`config.mk`:
```
export PLATFORM = sky130hd
export DESIGN_NAME = poly_voice_allocator
export DESIGN_NICKNAME = d
export VERILOG_FILES = /design/src/rtl/pva_pkg.sv /design/src/rtl/poly_voice_allocator.sv /design/src/rtl/pva_cell.sv
export VERILOG_INCLUDE_DIRS = /design/src /design/src/rtl
export SDC_FILE = /design/constraint.sdc
export NUM_CORES = 1
export LEC_CHECK = 0
export CORE_MARGIN = 2
export CORE_UTILIZATION = 57
export CTS_CLUSTER_DIAMETER = 150
export DETAILED_ROUTE_END_ITERATION = 10
export DONT_BUFFER_PORTS = 1
export HOLD_SLACK_MARGIN = 0.06
export PLACE_DENSITY = 0.79
export SETUP_SLACK_MARGIN = 0.3
export SLEW_MARGIN = 10
export SYNTH_ARGS = -nofsm -noshare
export SYNTH_HDL_FRONTEND = slang
export SYNTH_SLANG_ARGS = --single-unit
```
`constraint.sdc`:
```
create_clock -name clk -period 15.9 [get_ports clk]
set_input_delay 0 -clock clk [delete_from_list [all_inputs] [get_ports clk]]
set_output_delay 0 -clock clk [all_outputs]
set_load 0.005 [all_outputs]
```
`src/rtl/assert_macros.svh`:
```
// Assertion macros used by the top level of the voice allocator.
`ifndef ASSERT_MACROS_SVH
`define ASSERT_MACROS_SVH

// The consequent must hold in the same cycle as the antecedent.
`define ASSERT_IMPLIES(label, clk, rst, ante, cons, msg) \
  label: assert property (@(posedge clk) disable iff (rst) (ante) |-> (cons)) \
    else $error(msg);

// The consequent must hold in the cycle after the antecedent.
`define ASSERT_NEXT(label, clk, rst, ante, cons, msg) \
  label: assert property (@(posedge clk) disable iff (rst) (ante) |=> (cons)) \
    else $error(msg);

`endif

```
`src/rtl/pva_pkg.sv`:
```
// Package with the types and constants of the voice allocator.
`timescale 1ns / 1ps

package pva_pkg;

  localparam int VOICES_DEF = 8;
  localparam int VIDX_W     = 6;
  localparam int MAX_RES    = 8;
  localparam int CNT_W      = 4;

  localparam logic [1:0] OP_NOTE_ON  = 2'd0;
  localparam logic [1:0] OP_NOTE_OFF = 2'd1;
  localparam logic [1:0] OP_STATUS   = 2'd2;

  localparam logic ACT_START   = 1'b0;
  localparam logic ACT_RELEASE = 1'b1;

  typedef struct packed {
    logic [1:0]  op;
    logic [6:0]  note;
    logic [6:0]  velocity;
    logic [2:0]  voice_sel;
    logic        voice_active;
    logic [15:0] voice_energy;
  } item_t;

  typedef struct packed {
    logic [2:0] voice;
    logic       action;
    logic [6:0] note_out;
    logic [6:0] velocity_out;
    logic       last;
  } result_t;

  typedef struct packed {
    logic              valid;
    logic              kind;
    logic [6:0]        note;
    logic [6:0]        velocity;
    logic              found_match;
    logic [VIDX_W-1:0] match_idx;
    logic              found_free;
    logic [VIDX_W-1:0] free_idx;
    logic [VIDX_W-1:0] min_idx;
    logic [15:0]       min_level;
    logic              pend_valid;
    logic [VIDX_W-1:0] pend_idx;
    logic [CNT_W-1:0]  count;
  } probe_t;

  typedef struct packed {
    logic              valid;
    logic              status;
    logic [VIDX_W-1:0] idx;
    logic              on;
    logic [6:0]        note;
    logic [15:0]       level;
  } vwrite_t;

endpackage

```
`src/rtl/poly_voice_allocator.sv`:
```
// Top level of the voice allocator: entry register, chain of voice cells, result register.
//
//   Channel  Direction  Handshake                 Payload
//   item     in         item_valid / item_stall   pva_pkg::item_t
//   result   out        result_valid / result_stall  pva_pkg::result_t
//
// A note event enters a register and then walks the chain of VOICES cells, one cell
// per cycle while the result side does not stall.
// A status report is written straight to the addressed voice; it and an unused op code do not enter the chain.
// Only one note event is in the chain at a time; item_stall is high while it is there.
// Reset clears all voice state at once; no clearing pass is needed.
// A stalled result register freezes the whole chain until the transfer completes.
`timescale 1ns / 1ps
`include "assert_macros.svh"

module poly_voice_allocator #(
  parameter int VOICES = pva_pkg::VOICES_DEF
) (
  input  logic             clk,
  input  logic             rst,
  input  logic             item_valid,
  output logic             item_stall,
  input  pva_pkg::item_t   item,
  output logic             result_valid,
  input  logic             result_stall,
  output pva_pkg::result_t result
);
  import pva_pkg::*;

  wire probe_t link [VOICES+1];

  probe_t            entry;
  probe_t            entry_next;
  probe_t            fin;
  vwrite_t           wr;
  logic              adv;
  logic              take;
  logic              is_on;
  logic              is_rel;
  logic              is_stat;
  logic [VOICES:0]   live;
  logic [VOICES-1:0] emit;
  result_t           emit_res [VOICES];
  logic              emit_any;
  result_t           res_mux;
  logic [VIDX_W-1:0] pick;

  assign link[0] = entry;
  assign fin = link[VOICES];

  for (genvar k = 0; k < VOICES; k++) begin : g_cell
    pva_cell #(.IDX(k)) u_cell (
      .clk         (clk),
      .rst         (rst),
      .adv         (adv),
      .probe_in    (link[k]),
      .wr          (wr),
      .probe_out   (link[k+1]),
      .emit        (emit[k]),
      .emit_result (emit_res[k])
    );
  end

  always_comb begin
    for (int k = 0; k <= VOICES; k++) begin
      live[k] = link[k].valid;
    end
  end

  assign adv = !result_valid || !result_stall;
  assign item_stall = |live;
  assign take = item_valid && !item_stall;

  always_comb begin
    is_on = 1'b0;
    is_rel = 1'b0;
    is_stat = 1'b0;
    unique case (item.op)
      OP_NOTE_ON: begin
        is_on = (item.velocity != '0);
        is_rel = (item.velocity == '0);
      end
      OP_NOTE_OFF: is_rel = 1'b1;
      OP_STATUS:   is_stat = 1'b1;
      default:     is_stat = 1'b0;
    endcase
  end

  always_comb begin
    entry_next = '0;
    entry_next.valid = is_on || is_rel;
    entry_next.kind = is_on ? ACT_START : ACT_RELEASE;
    entry_next.note = item.note;
    entry_next.velocity = item.velocity;
    entry_next.min_level = '1;
  end

  always_ff @(posedge clk) begin
    if (rst) begin
      entry.valid <= 1'b0;
    end else if (take) begin
      entry <= entry_next;
    end else if (adv) begin
      entry.valid <= 1'b0;
    end
  end

  always_comb begin
    if (fin.found_match) begin
      pick = fin.match_idx;
    end else if (fin.found_free) begin
      pick = fin.free_idx;
    end else begin
      pick = fin.min_idx;
    end
  end

  always_comb begin
    wr = '0;
    if (take && is_stat) begin
      wr.valid = 1'b1;
      wr.status = 1'b1;
      wr.idx = VIDX_W'(item.voice_sel);
      wr.on = item.voice_active;
      wr.level = item.voice_energy;
    end else if (adv && fin.valid && (fin.kind == ACT_START)) begin
      wr.valid = 1'b1;
      wr.idx = pick;
      wr.on = 1'b1;
      wr.note = fin.note;
    end
  end

  always_comb begin
    emit_any = 1'b0;
    res_mux = '0;
    for (int k = 0; k < VOICES; k++) begin
      if (emit[k]) begin
        emit_any = 1'b1;
        res_mux = emit_res[k];
      end
    end
    if (fin.valid && (fin.kind == ACT_START)) begin
      emit_any = 1'b1;
      res_mux.voice = pick[2:0];
      res_mux.action = ACT_START;
      res_mux.note_out = fin.note;
      res_mux.velocity_out = fin.velocity;
      res_mux.last = 1'b1;
    end else if (fin.valid && fin.pend_valid) begin
      emit_any = 1'b1;
      res_mux.voice = fin.pend_idx[2:0];
      res_mux.action = ACT_RELEASE;
      res_mux.note_out = fin.note;
      res_mux.velocity_out = '0;
      res_mux.last = 1'b1;
    end
  end

  always_ff @(posedge clk) begin
    if (rst) begin
      result_valid <= 1'b0;
    end else if (adv) begin
      result_valid <= emit_any;
      if (emit_any) begin
        result <= res_mux;
      end
    end
  end

  `ASSERT_IMPLIES(a_one_probe, clk, rst, 1'b1, $onehot0(live), "More than one probe in the chain.")
  `ASSERT_IMPLIES(a_start_last, clk, rst, result_valid && (result.action == ACT_START), result.last, "A start transfer is not marked last.")
  `ASSERT_IMPLIES(a_release_vel, clk, rst, result_valid && (result.action == ACT_RELEASE), result.velocity_out == 7'd0, "A release transfer carries a velocity.")
  `ASSERT_NEXT(a_take_busy, clk, rst, take && (is_on || is_rel), item_stall, "A note event did not enter the chain.")

endmodule

```
`src/rtl/pva_cell.sv`:
```
// One voice cell: holds the voice state and updates the probe passing through it.
`timescale 1ns / 1ps

module pva_cell #(
  parameter int IDX = 0
) (
  input  logic             clk,
  input  logic             rst,
  input  logic             adv,
  input  pva_pkg::probe_t  probe_in,
  input  pva_pkg::vwrite_t wr,
  output pva_pkg::probe_t  probe_out,
  output logic             emit,
  output pva_pkg::result_t emit_result
);
  import pva_pkg::*;

  localparam logic [VIDX_W-1:0] MY_IDX = VIDX_W'(IDX);

  logic [6:0]  voice_note;
  logic        voice_on;
  logic [15:0] voice_level;
  logic        hit;
  probe_t      probe_next;

  always_comb begin
    hit = voice_on && (voice_note == probe_in.note);
    probe_next = probe_in;
    emit = 1'b0;
    emit_result.voice = probe_in.pend_idx[2:0];
    emit_result.action = ACT_RELEASE;
    emit_result.note_out = probe_in.note;
    emit_result.velocity_out = '0;
    emit_result.last = 1'b0;
    if (probe_in.valid) begin
      if (probe_in.kind == ACT_START) begin
        if (hit && !probe_in.found_match) begin
          probe_next.found_match = 1'b1;
          probe_next.match_idx = MY_IDX;
        end
        if (!voice_on && !probe_in.found_free) begin
          probe_next.found_free = 1'b1;
          probe_next.free_idx = MY_IDX;
        end
        if ((IDX == 0) || (voice_level < probe_in.min_level)) begin
          probe_next.min_level = voice_level;
          probe_next.min_idx = MY_IDX;
        end
      end else if (hit && (probe_in.count < CNT_W'(MAX_RES))) begin
        emit = probe_in.pend_valid;
        probe_next.pend_valid = 1'b1;
        probe_next.pend_idx = MY_IDX;
        probe_next.count = probe_in.count + CNT_W'(1);
      end
    end
  end

  always_ff @(posedge clk) begin
    if (rst) begin
      voice_note <= '0;
      voice_on <= 1'b0;
      voice_level <= '0;
    end else if (wr.valid && (wr.idx == MY_IDX)) begin
      voice_on <= wr.on;
      if (wr.status) begin
        voice_level <= wr.level;
      end else begin
        voice_note <= wr.note;
      end
    end
  end

  always_ff @(posedge clk) begin
    if (rst) begin
      probe_out.valid <= 1'b0;
    end else if (adv) begin
      probe_out <= probe_next;
    end
  end

endmodule
```
# After elaboration in Yosys (flattened, before gate mapping)
# Cells that the tools add are included.
[totals] ff_bits=709 input_bits=40 out_inout_bits=21 elab_cells=381
[classes] add_sub_neg=7 n_lt_le_gt_ge=14 eq_ne=17 n_mux=106 bitwise=4 reduce_logical=97
[op_table] operator="$mux W47" count=7
[op_table] operator="$mux W36" count=7
[op_table] operator="$mux W19" count=9
[op_table] operator="$mux W11" count=15
[op_table] operator="$mux W22" count=7
[op_table] operator="$mux W7" count=18
[op_table] operator="$lt A16 B16 Y1" count=7
[op_table] operator="$eq A7 B7 Y1" count=8
[op_table] operator="$logic_and A1 B1 Y1" count=43
[op_table] operator="$mux W1" count=38
[op_table] operator="$reduce_and A2 Y1" count=19
[op_table] operator="$add A4 B1 Y4 const B" count=7
[op_table] operator="$lt A4 B4 Y1 const B" count=7
[op_table] operator="$eq A6 B3 Y1 const B" count=4
[op_table] operator="$logic_not A1 Y1" count=24
[op_table] operator="$mux W16" count=1
[op_table] operator="$mux W14" count=1
[op_table] operator="$eq A6 B2 Y1 const B" count=2
[op_table] operator="$mux W6" count=2
[op_table] operator="$reduce_or A9 Y1" count=1
[op_table] operator="$logic_not A7 Y1" count=1
[op_table] operator="$reduce_bool A7 Y1" count=1
[op_table] operator="$eq A6 B1 Y1 const B" count=1
[op_table] operator="$logic_not A6 Y1" count=1
[op_table] operator="9 further kinds" count=14

# Depth between registers and ports, before layout
# Gate-level depths: netlist (run 1).
[logic_depth] depth_word=16 depth_mapped=11 depth_no_buf=10

# Cells and area by module
# From an unflattened synthesis (run 1), not the netlist that was laid out.
[hier_totals] hier_cells=2664 hier_area_um2=34190.3
[by_module_without_submodules] module="pva_cell (g_cell[1].u_cell ...)" instances=2 cells_per_inst=294 area_per_inst_um2=3948.8 seq_area_each_um2=2362.3
[by_module_without_submodules] module="pva_cell (g_cell[5].u_cell ...)" instances=2 cells_per_inst=295 area_per_inst_um2=3936.3 seq_area_each_um2=2362.3
[by_module_without_submodules] module="pva_cell (g_cell[3].u_cell)" instances=1 cells_per_inst=314 area_per_inst_um2=3955.0 seq_area_each_um2=2362.3
[by_module_without_submodules] module="pva_cell (g_cell[7].u_cell)" instances=1 cells_per_inst=295 area_per_inst_um2=3938.8 seq_area_each_um2=2362.3
[by_module_without_submodules] module="pva_cell (g_cell[4].u_cell)" instances=1 cells_per_inst=295 area_per_inst_um2=3918.8 seq_area_each_um2=2362.3
[by_module_without_submodules] module="pva_cell (g_cell[0].u_cell)" instances=1 cells_per_inst=245 area_per_inst_um2=3513.4 seq_area_each_um2=2362.3
[by_module_without_submodules] module="poly_voice_allocator" instances=1 cells_per_inst=337 area_per_inst_um2=3094.2 seq_area_each_um2=1061.0

# Least setup slack after synthesis (run 1)
# No wires, ideal clock.
[synth_path] path_kind="reg-to-reg" startpoint="register result_valid" endpoint="register g_cell[0].u_cell.probe_out[10] (netlist bit) (enable)" setup_time_ns=1.055 arrival_ns=14.953 t_required_ns=14.845 path_slack_ns=-0.107 stages_incl_launch_ff=4 n_path_buf=1 synth_period_minus_slack_ns=16.007 path_cell_list="dfxtp_1 > and2_0 > clkbuf_1 > nor2_1"
[synth_via] elab_chain_len=3
[synth_lines] element="from (decl)" line_no="poly_voice_allocator.sv:24" source="output logic result_valid,"
[synth_lines] element="from (signal assigned)" line_no="poly_voice_allocator.sv:164" source="result_valid <= emit_any;"
[synth_lines] element="$logic_not A1 Y1" line_no="poly_voice_allocator.sv:70" source="assign adv = !result_valid || !result_stall;"
[synth_lines] element="$logic_or A1 B1 Y1" line_no="poly_voice_allocator.sv:70"
[synth_lines] element="$reduce_and A2 Y1 (no source line)"
[synth_lines] element="to (signal assigned)" line_no="pva_cell.sv:77" source="probe_out <= probe_next;"
[synth_lines] element="to (decl)" line_no="pva_cell.sv:12" source="output pva_pkg::probe_t probe_out,"
# Every way passes these cells.
# A chain may end at the register's enable or synchronous reset.

# Worst setup path in the final report (run 1)
[layout_path] startpoint="register g_cell[7].u_cell.probe_out[62] (netlist bit)" endpoint="register g_cell[2].u_cell.voice_level[11]"
[layout_via] elab_chain_len=8
[layout_lines] element="from (decl)" line_no="pva_cell.sv:12"
[layout_lines] element="from (signal assigned)" line_no="pva_cell.sv:77"
[layout_lines] element="$reduce_or A9 Y1" line_no="poly_voice_allocator.sv:71" source="assign item_stall = |live;"
[layout_lines] element="$logic_not A1 Y1" line_no="poly_voice_allocator.sv:72" source="assign take = item_valid && !item_stall;"
[layout_lines] element="$logic_and A1 B1 Y1" line_no="poly_voice_allocator.sv:72"
[layout_lines] element="$logic_and A1 B1 Y1" line_no="poly_voice_allocator.sv:120" source="if (take && is_stat) begin"
[layout_lines] element="$mux W7" line_no="poly_voice_allocator.sv:120"
[layout_lines] element="$eq A6 B2 Y1" line_no="pva_cell.sv:63" source="end else if (wr.valid && (wr.idx == MY_IDX)) begin"
[layout_lines] element="$logic_and A1 B1 Y1" line_no="pva_cell.sv:63"
[layout_lines] element="$reduce_and A2 Y1 (no source line)"
[layout_lines] element="to (signal assigned)" line_no="pva_cell.sv:66" source="voice_level <= wr.level;"
[layout_lines] element="to (decl)" line_no="pva_cell.sv:22" source="logic [15:0] voice_level;"
# Parallel ways exist; a longest one is shown, timed or not.

==> results of run 1 <==
final cells by class:
| cell class | count | share of cell area [%] |
|---|---|---|
| inverters | 136 | 1.804 |
| repair buffers | 97 | 3.370 |
| flip-flops and latches | 578 | 54.20 |
| well taps | 585 | 2.587 |
| diodes | 1 | 0.008845 |
| multi-input cells | 1344 | 31.32 |
| clock buffers | 73 | 5.426 |
| clock inverters | 31 | 1.287 |
cells by family (layout without fill, tap and decap cells):
kind of cell               count (synthesis)  count (layout)  share of synthesized area, %
and+or+nand+nor                          679             679                         13.15
DFF                                      578             578                         61.17
AOI/OAI and AO/OA                        379             379                         9.588
buffers and inverters                    233             337                         3.679
muxes                                    112             112                         4.672
adders and majority gates                111             111                         5.540
xor gates and xnor gates                  63              63                         2.201
other                                      0               1                             0
metrics by stage:
step,instance area (µm²),util (%),instances,power (µW)
floorplan,25070,-,2155,1787
global placement,25590,59.15,2662,1790
detailed placement,25590,59.15,2662,1796
CTS,28290,65.38,2844,3173
global route,28290,65.39,2845,3246
finish,28290,65.39,2845,3157
metal layers:
metal	wire length, µm	up-vias
met5	0	-
met3	4184	125
met1	22760	7900
li1	-	7775
met2	24950	580
met4	1522	0
worst paths after layout:
check / end / slack [ns] / cells past startpoint
min reg2reg: g_cell[5].u_cell.probe_out[49] / 0.42 / 0
min: entry[51] / 0.11 / 1
max reg2reg: g_cell[2].u_cell.voice_level[11] / 11.91 / 9
max: g_cell[2].u_cell.voice_level[11] / 11.91 / 9
power groups by stage:
stage	clock (µW)	sequential, µW	combinational [µW]
global placement	0	1710	82.9
detailed placement	0	1710	86.7
global route	1430	1680	129
finish	1360	1680	117
floorplan	0	1710	77.4
CTS	1380	1680	116
state kept, by name, summed over array words and instances (netlist names):
name / flops
entry: 16
g_cell.u_cell.probe_out: 350
g_cell.u_cell.voice_level: 128
g_cell.u_cell.voice_note: 56
g_cell.u_cell.voice_on: 8
result: 19
result_valid: 1
Yosys cell counts, drive strengths merged (2+ instances only):
master	n
o21bai	13
nor3b	3
nor2b	31
nand2b	63
mux2i	72
buf	13
o21a	3
xor2	17
a21oi	127
and3	11
and4	3
nor2	120
nor4	12
nand4b	2
nor3	22
mux2	40
a32o	28
nand4	29
dfxtp	202
nand3	39
xnor2	46
o21ai	115
a21o	25
edfxtp	376
a31oi	14
or4	10
or2	33
clkbuf	84
a211oi	13
nand3b	5
o211ai	7
ha	111
a2111oi	4
inv	136
o31ai	7
or3	6
a211o	6
and2	14
a22oi	5
nor4b	2
nand2	272
o2111ai	3
what timing repair did:
action,in CTS,in global routing
hold endpoints to repair,296,0
hold buffers,78,0
setup endpoints to repair,0,0
==> impl_metrics.csv, run 1 <==
group,metric,value,unit
run_status,status,"completed",
routing,wl,53420,µm
power_and_ir_drop,power-per-cell-area,111.6,nW/µm²
sta,maxSlewHeadroom,21.34,%
worst_setup_path,critPathMaxFanout,16,
global_route,use_met2,38.42,%
global_route,grt_use_met3,5.053,%
place,gp_congestion,0.8982,
clock_tree,cts_max_level,2,
worst_setup_path,worstPathRequired,16.45,ns
sta,rsz0062_at_grt,"no",
sta,worst_pin_slew,1.176,ns
yosys,ys_top_cells_by_area,"edfxtp_1, dfxtp_1, ha_1",
floorplanning,pin_count,61,
place,dp_slack,12.33,ns
power_and_ir_drop,clkPwrFrac,43.1,%
yosys,synth_largest_area_cell,"edfxtp_1",
global_route,grt_max_degree,208,
routing,vias,16380,
yosys,syn_inst,2155,
sta,hold_slack,0.1116,ns
cells_and_area,register_area,15330,µm²
routing,post-route-drc-count,0,
sta,hold_viol,0,
place,hpwl,34780,µm
floorplanning,start_util,57.94,%
routing,drtPass1Iterations,6,
global_route,grt_first_pass_wirelength,85010,µm
sta,fmax,250.8,MHz
routing,detail_route.wl_per_cell,18.78,µm
power_and_ir_drop,p_seq_share,53.2,%
clock_tree,cts_tree,"built",
clock_tree,cts_setup_buffers,0,
worst_setup_path,arrival,4.53,ns
yosys,synth_top_area_share,45.04,%
worst_setup_path,worstPathCellList,"nor3_1 > and4_1 > a32oi_4 > nand2_1 > nor2_1 > nand2_1 > dlygate4sd3_1 > a21oi_1 > dlygate4sd3_1",
worst_setup_path,r2r_start,"g_cell[7].u_cell.probe_out[62]",
worst_setup_path,critPathLaunchType,"flip-flop",
power_and_ir_drop,leakagePower,0.01100,µW
worst_setup_path,cp_top_family,"simple AND/OR/NAND/NOR gates",
clock_tree,clockBufferDepth,3,
worst_setup_path,end_kind,"flip-flop",
yosys,yosysUniqueCellTypes,68,
global_route,grt_busiest_layer,"met2",
clock_tree,clk_latency,0.61,ns
hold_path,min_path_type,"primary input to flip-flop",
yosys,ys_ff_latch,578,
worst_setup_path,crit_slowest_cell,"nor2_1",
cells_and_area,nFillCells,3063,
worst_setup_path,slowest_delay,0.81,ns
sta,setup-violations-final,0,
sta,setup_ws,11.91,ns
floorplanning,fp.dieH,213.7,µm
sta,skew,0.01797,ns
yosys,yosysWarnings,0,
hold_path,hold_start,"item[24]",
global_route,grt_use_met1,31.96,%
global_route,grt_overflow,0,
routing,via_per_inst,5.757,
power_and_ir_drop,power_frac_comb,3.7,%
clock_tree,cts.root.buffer_cell,"clkbuf_16",
worst_setup_path,startpoint,"g_cell[7].u_cell.probe_out[62]",
yosys,async_reset_ff_share,0,%
place,port_buffers,0,
cells_and_area,multiInputGateArea,8860,µm²
yosys,avgSynthCellArea,11.63,µm²
floorplanning,core,43270,µm²
clock_tree,cts_buffers,55,
clock_tree,path_clk_slew,0.06,ns
global_route,antenna_found_initial,1,
global_route,grt_use_total,23.82,%
worst_setup_path,worst-path-buf-inv,2,
clock_tree,cts_resized,0,
worst_setup_path,worst-setup-path-type,"flip-flop to flip-flop",
routing,antenna_left,0,
power_and_ir_drop,p_switching,653.7,µW
cells_and_area,final_common_cell,"edfxtp_1",
cells_and_area,nets,2363,
clock_tree,cts_sinks,578,
sta,timing.final.crit_share,25.07,%
yosys,syn-cell-area,25070,µm²
sta,drv_slew,0,
sta,finalSetupTns,0,ns
routing,drtIter0Drc,1603,
cells_and_area,layout_common_cells,"edfxtp_1, nand2_1, dfxtp_1",
cells_and_area,area_delta_synth_final,12.86,%
power_and_ir_drop,p_sw_share,20.70,%
power_and_ir_drop,intPower,2504,µW
yosys,ys.flop_type,"edfxtp_1",
power_and_ir_drop,ir_drop,0.0001117,V
floorplanning,rows,76,
yosys,synth-edff-count,376,
yosys,synth-seq-area-share,61.17,%
job,cap_violations,0,
yosys,synth_fp_nets,2306,
global_route,grt_pass1_vias,16255,
cells_and_area,drive_above_1_share,8.986,%
floorplanning,die-area,45670,µm²
floorplanning,fp.dieW,213.7,µm
sta,fin_crit,3.987,ns
(Power assumes the default switching activity.)
==> run 2: changes to the inputs <==
--- a/config.mk
+++ b/config.mk
@@ -7,12 +7,12 @@
 export NUM_CORES = 1
 export LEC_CHECK = 0
 export CORE_MARGIN = 2
-export CORE_UTILIZATION = 57
+export CORE_UTILIZATION = 64
 export CTS_CLUSTER_DIAMETER = 150
 export DETAILED_ROUTE_END_ITERATION = 10
 export DONT_BUFFER_PORTS = 1
 export HOLD_SLACK_MARGIN = 0.06
-export PLACE_DENSITY = 0.79
+export PLACE_DENSITY = 0.84
 export SETUP_SLACK_MARGIN = 0.3
 export SLEW_MARGIN = 10
 export SYNTH_ARGS = -nofsm -noshare
==> constraint.sdc (replaced) <==
create_clock -name clk -period 3.9 [get_ports clk]
set_input_delay 0 -clock clk [delete_from_list [all_inputs] [get_ports clk]]
set_output_delay 0 -clock clk [all_outputs]
set_load 0.005 [all_outputs]
==> impl_metrics.csv, run 2 (synthesis results as in run 1) <==
group,metric,value,unit
sta,fmax,287.1,MHz
global_route,grt_first_pass_wirelength,88780,µm
job,cap_violations,0,
global_route,grt_pass1_vias,16964,
cells_and_area,reg_top3,"g_cell.u_cell.probe_out x350, g_cell.u_cell.voice_level x128, g_cell.u_cell.voice_note x56",
clock_tree,clk_latency,0.59,ns
cells_and_area,regMostFlops,"g_cell.u_cell.probe_out",
power_and_ir_drop,power-per-cell-area,444.7,nW/µm²
routing,drtIter0Drc,1786,
run_status,status,"completed",
place,placed_cells,2604,
cells_and_area,nets,2357,
hold_path,hold_start,"item[23]",
sta,worst_pin_slew,1.093,ns
global_route,grt_max_degree,198,
clock_tree,cts_buffers,54,
place,gp_congestion,0.8901,
sta,setup_ws,0.4173,ns
place,dp_slack,0.7605,ns
cells_and_area,largest_register_ffs,350,
place,hpwl,35970,µm
sta,drv_slew,0,
cells_and_area,layout_common_cells,"edfxtp_1, nand2_1, dfxtp_1",
cells_and_area,area_delta_synth_final,11.59,%
clock_tree,cts_max_level,2,
global_route,grt_use_total,27.49,%
worst_setup_path,reg2reg_to,"g_cell[2].u_cell.voice_level[0]",
routing,drtPass1Iterations,6,
clock_tree,clockBufferDepth,3,
hold_path,holdPathStages,1,
clock_tree,cts.root.buffer_cell,"clkbuf_16",
cells_and_area,drive_above_1_share,9.547,%
global_route,grt_overflow,0,
floorplanning,fp.dieW,201.9,µm
sta,skew,0.02337,ns
hold_path,min_path_type,"primary input to flip-flop",
clock_tree,cts_tree,"built",
worst_setup_path,critPathMaxFanout,16,
worst_setup_path,critPathLaunchType,"flip-flop",
cells_and_area,nFillCells,2337,
cells_and_area,final_common_cell,"edfxtp_1",
routing,detail_route.wl_per_cell,20.01,µm
sta,maxSlewHeadroom,27.14,%
floorplanning,rows,72,
worst_setup_path,end_kind,"flip-flop",
routing,via_per_inst,6.039,
cells_and_area,final-instance-count-excl-fill,2771,
power_and_ir_drop,leakagePower,0.01092,µW
routing,post-route-drc-count,0,
floorplanning,core,38650,µm²
sta,fin_crit,3.483,ns
worst_setup_path,r2r_start,"g_cell[7].u_cell.probe_out[62]",
floorplanning,fp.dieH,201.9,µm
worst_setup_path,r2r_cells,10,
floorplanning,die-area,40770,µm²
routing,wl,55460,µm
place,port_buffers,0,
global_route,antenna_found_initial,1,
worst_setup_path,reg2reg_slack,0.42,ns
routing,vias,16733,
sta,rsz0062_at_grt,"no",
worst_setup_path,worst-setup-path-type,"flip-flop to flip-flop",
worst_setup_path,worstPathRequired,4.37,ns
power_and_ir_drop,ir_drop,0.0004585,V
sta,setup-violations-final,0,
routing,antenna_left,0,
floorplanning,start_util,64.86,%
sta,hold_viol,0,
worst_setup_path,arrival,3.95,ns
clock_tree,cts_sinks,578,
sta,timing.final.crit_share,89.30,%
hold_path,holdPathEnd,"entry[50]",
floorplanning,pin_count,61,
clock_tree,path_clk_slew,0.07,ns
==> run 2: final cells by class <==
type                            count  area, µm²  share of cell area (%)
Antenna cell                        1      2.502                0.008946
Clock buffer                       82       1610                   5.757
Clock inverter                     20      116.4                  0.4160
Tap cell                          518      648.1                   2.317
Multi-Input combinational cell   1344       8869                   31.70
Timing Repair Buffer               92      880.8                   3.149
Inverter                          136      510.5                   1.825
Sequential cell                   578      15340                   54.82
==> run 2: worst max-delay path, cell delays in order (launching register included) <==
cell           delay (ns)
dfxtp_1              0.42
nor3_1               0.56
and4_2               0.51
a32oi_4              0.16
nand2_1              0.16
nor2_1               0.06
buf_4                0.19
nand2_1              0.08
dlygate4sd3_1        0.56
a21oi_1              0.07
dlygate4sd3_1        0.59
==> run 2: worst max-delay path by stage <==
stage | startpoint | to | slack, ns | cells after the start
floorplan | result_valid | g_cell[0].u_cell.probe_out[10] | -2.20 | 3
global placement | g_cell[7].u_cell.probe_out[62] | g_cell[5].u_cell.voice_note[4] | 0.97 | 6
detailed placement | g_cell[7].u_cell.probe_out[62] | g_cell[5].u_cell.voice_note[2] | 0.76 | 6
CTS | g_cell[7].u_cell.probe_out[62] | g_cell[2].u_cell.voice_on | 0.44 | 7
global route | g_cell[7].u_cell.probe_out[62] | g_cell[2].u_cell.voice_level[0] | 0.33 | 10
finish | g_cell[7].u_cell.probe_out[62] | g_cell[2].u_cell.voice_level[0] | 0.42 | 10
==> run 2: repair_timing <==
action,in CTS,in global routing
setup endpoints to repair,0,4
setup buffers,0,5
gates resized for setup,0,2
hold buffers,59,0
hold endpoints to repair,251,0
==> run 2: metrics by stage <==
step	TNS, ns	total power [µW]	utilization [%]	hold WS (ns)	area [µm²]
5_1_grt	0	12780	72.38	0.06579	27970
6_report	0	12440	72.38	0.07871	27970
2_1_floorplan	-750.71	7264	-	0.09887	25090
4_1_cts	0	12430	72.26	0.06013	27930
3_3_place_gp	0	7296	66.22	0.09169	25590
3_5_place_dp	0	7327	66.22	0.08982	25590
==> run 2: layer usage <==
layer	vias up	GRT usage [%]	part of all wire (%)
li1	7758	-	-
met1	8090	35.73	40
met2	755	46.26	48
met3	130	5.788	9.0
met4	0	9.165	2.7
met5	-	0	0
==> run 2: power breakdown <==
part / switching [µW] / internal [µW] / leakage (µW)
Sequential: 114 / 6740 / 0.00521
Combinational: 307 / 174 / 0.00485
Clock: 2210 / 2900 / 0.000858
Total: 2630 / 9810 / 0.0109
==> run 3: changes to the inputs <==
--- a/config.mk
+++ b/config.mk
@@ -6,8 +6,10 @@
 export SDC_FILE = /design/constraint.sdc
 export NUM_CORES = 1
 export LEC_CHECK = 0
+export CORE_ASPECT_RATIO = 1.1
 export CORE_MARGIN = 2
 export CORE_UTILIZATION = 64
+export CTS_BUF_LIST = sky130_fd_sc_hd__clkbuf_4 sky130_fd_sc_hd__clkbuf_8 sky130_fd_sc_hd__clkbuf_16
 export CTS_CLUSTER_DIAMETER = 150
 export DETAILED_ROUTE_END_ITERATION = 10
 export DONT_BUFFER_PORTS = 1
==> impl_metrics.csv, run 3 (synthesis results as in run 1) <==
group,metric,value,unit
cells_and_area,nFillCells,2341,
sta,hold_slack,0.08795,ns
sta,setup-violations-final,0,
cells_and_area,layout_common_cells,"edfxtp_1, nand2_1, dfxtp_1",
place,port_buffers,0,
global_route,grt_max_degree,171,
sta,maxSlewHeadroom,33.53,%
worst_setup_path,r2r_start,"g_cell[7].u_cell.probe_out[62]",
cells_and_area,nets,2356,
clock_tree,cts_buffers,54,
global_route,antenna_found_initial,4,
sta,skew,0.01988,ns
routing,via_per_inst,6.038,
place,hpwl,36310,µm
global_route,grt_pass1_vias,16957,
place,placed_cells,2596,
clock_tree,cts_resized,0,
cells_and_area,drive_above_1_share,10.36,%
cells_and_area,regMostFlops,"g_cell.u_cell.probe_out",
worst_setup_path,arrival,3.92,ns
routing,antenna_left,0,
worst_setup_path,worst-setup-path-type,"flip-flop to flip-flop",
cells_and_area,reg_top3,"g_cell.u_cell.probe_out x350, g_cell.u_cell.voice_level x128, g_cell.u_cell.voice_note x56",
sta,drv_slew,0,
worst_setup_path,critPathMaxFanout,16,
clock_tree,cts_sinks,578,
worst_setup_path,crit_end,"g_cell[2].u_cell.voice_level[10]",
cells_and_area,final_common_cell,"edfxtp_1",
clock_tree,cts_tree,"built",
worst_setup_path,startpoint,"g_cell[7].u_cell.probe_out[62]",
sta,worst_pin_slew,0.9970,ns
clock_tree,clk_latency,0.59,ns
sta,rsz0062_at_grt,"no",
sta,timing.final.crit_share,89.63,%
cells_and_area,final-instance-count-excl-fill,2760,
routing,post-route-drc-count,0,
clock_tree,clockBufferDepth,3,
sta,finalSetupTns,0,ns
floorplanning,start_util,64.45,%
worst_setup_path,reg2reg_slack,0.40,ns
power_and_ir_drop,ir_drop,0.0004743,V
global_route,grt_overflow,0,
cells_and_area,largest_register_ffs,350,
floorplanning,die-area,40770,µm²
clock_tree,cts.root.buffer_cell,"clkbuf_16",
worst_setup_path,critPathLaunchType,"flip-flop",
clock_tree,cts_setup_buffers,0,
place,placed_area,25620,µm²
floorplanning,fp.dieH,211.6,µm
floorplanning,core,38890,µm²
job,cap_violations,0,
worst_setup_path,worstPathRequired,4.33,ns
routing,vias,16665,
power_and_ir_drop,leakagePower,0.01098,µW
worst_setup_path,r2r_cells,10,
clock_tree,cts_max_level,2,
routing,drtIter0Drc,1693,
floorplanning,pin_count,61,
sta,fmax,286.1,MHz
routing,detail_route.wl_per_cell,20.17,µm
cells_and_area,final_area,28140,µm²
sta,hold_viol,0,
global_route,grt_use_total,27.50,%
worst_setup_path,reg2reg_to,"g_cell[2].u_cell.voice_level[10]",
place,gp_congestion,0.8906,
clock_tree,path_clk_slew,0.06,ns
cells_and_area,final_util,72.35,%
sta,fin_crit,3.496,ns
floorplanning,rows,76,
routing,wl,55670,µm
floorplanning,fp.dieW,192.7,µm
worst_setup_path,end_kind,"flip-flop",
routing,drtPass1Iterations,6,
cells_and_area,area_delta_synth_final,12.25,%
hold_path,min_path_type,"primary input to flip-flop",
power_and_ir_drop,power-per-cell-area,457.1,nW/µm²
global_route,grt_first_pass_wirelength,87500,µm
run_status,status,"completed",
run 3: cell types whose count changed in the layout (fill, tap and decap cells not counted), moves of 2 or more:
cell        change
a21oi_1         -2
a21oi_2         +2
buf_4           -3
bufinv_16       +6
clkbuf_1       -16
clkbuf_4       +15
clkbuf_8        -5
clkinv_1        -5
clkinv_2        -2
clkinv_4        +2
clkinvlp_4      +4
diode_2         +2
run 3: where the power goes:
part	leakage, µW	internal [µW]	total [µW]	switching [µW]
Sequential	0.00521	6730	6850	115
Combinational	0.00482	176	483	307
Clock	0.000942	3290	5530	2250
run 3: worst min-delay path by stage:
stage / start / endpoint / slack, ns / depth (start not counted)
after detailed placement: rst / g_cell[7].u_cell.probe_out[62] / 0.09 / 1
after floorplan: item[20] / entry[47] / 0.1 / 0
final: item[17] / g_cell[4].u_cell.voice_level[6] / 0.09 / 5
after global placement: item[28] / entry[55] / 0.1 / 0
after global routing: item[30] / entry[57] / 0.07 / 1
after CTS: item[23] / entry[50] / 0.06 / 1
run 3: layer usage:
metal	global-route usage, %	part of all wire (%)	vias up
met2	47.08	50	680
met5	0	0	-
li1	-	-	7767
met3	4.924	7.3	147
met4	9.345	2.9	0
met1	35.30	40	8071
run 3: cell type report:
class | count | area (µm²) | share of cell area, %
flip-flops and latches | 578 | 15340 | 54.50
inverters | 136 | 510.5 | 1.814
repair buffers | 91 | 888.4 | 3.157
clock inverters | 26 | 324.1 | 1.152
well taps | 507 | 634.4 | 2.254
diodes | 3 | 7.507 | 0.02668
multi-input cells | 1344 | 8870 | 31.52
clock buffers | 75 | 1569 | 5.576
run 3: stage by stage:
stage          setup slack [ns]  total power (µW)
4_1_cts                  0.5668             12870
5_1_grt                  0.3128             13180
3_3_place_gp             0.9383              7301
3_5_place_dp             0.8659              7332
6_report                 0.4044             12860
2_1_floorplan            -2.195              7264
run 3: critical path, cell delays in order (launching register included):
cell	delay [ns]
dfxtp_1	0.41
nor3_1	0.50
and4_1	0.53
a32oi_4	0.17
nand2_1	0.17
nor2_1	0.06
dlygate4sd3_1	0.56
buf_4	0.21
nand2_1	0.09
dlygate4sd3_1	0.56
a21oi_1	0.06
run 3: timing repair:
action,4_1_cts,5_1_grt
hold buffers,60,0
endpoints found under the hold margin,465,0
setup endpoints to repair,0,1
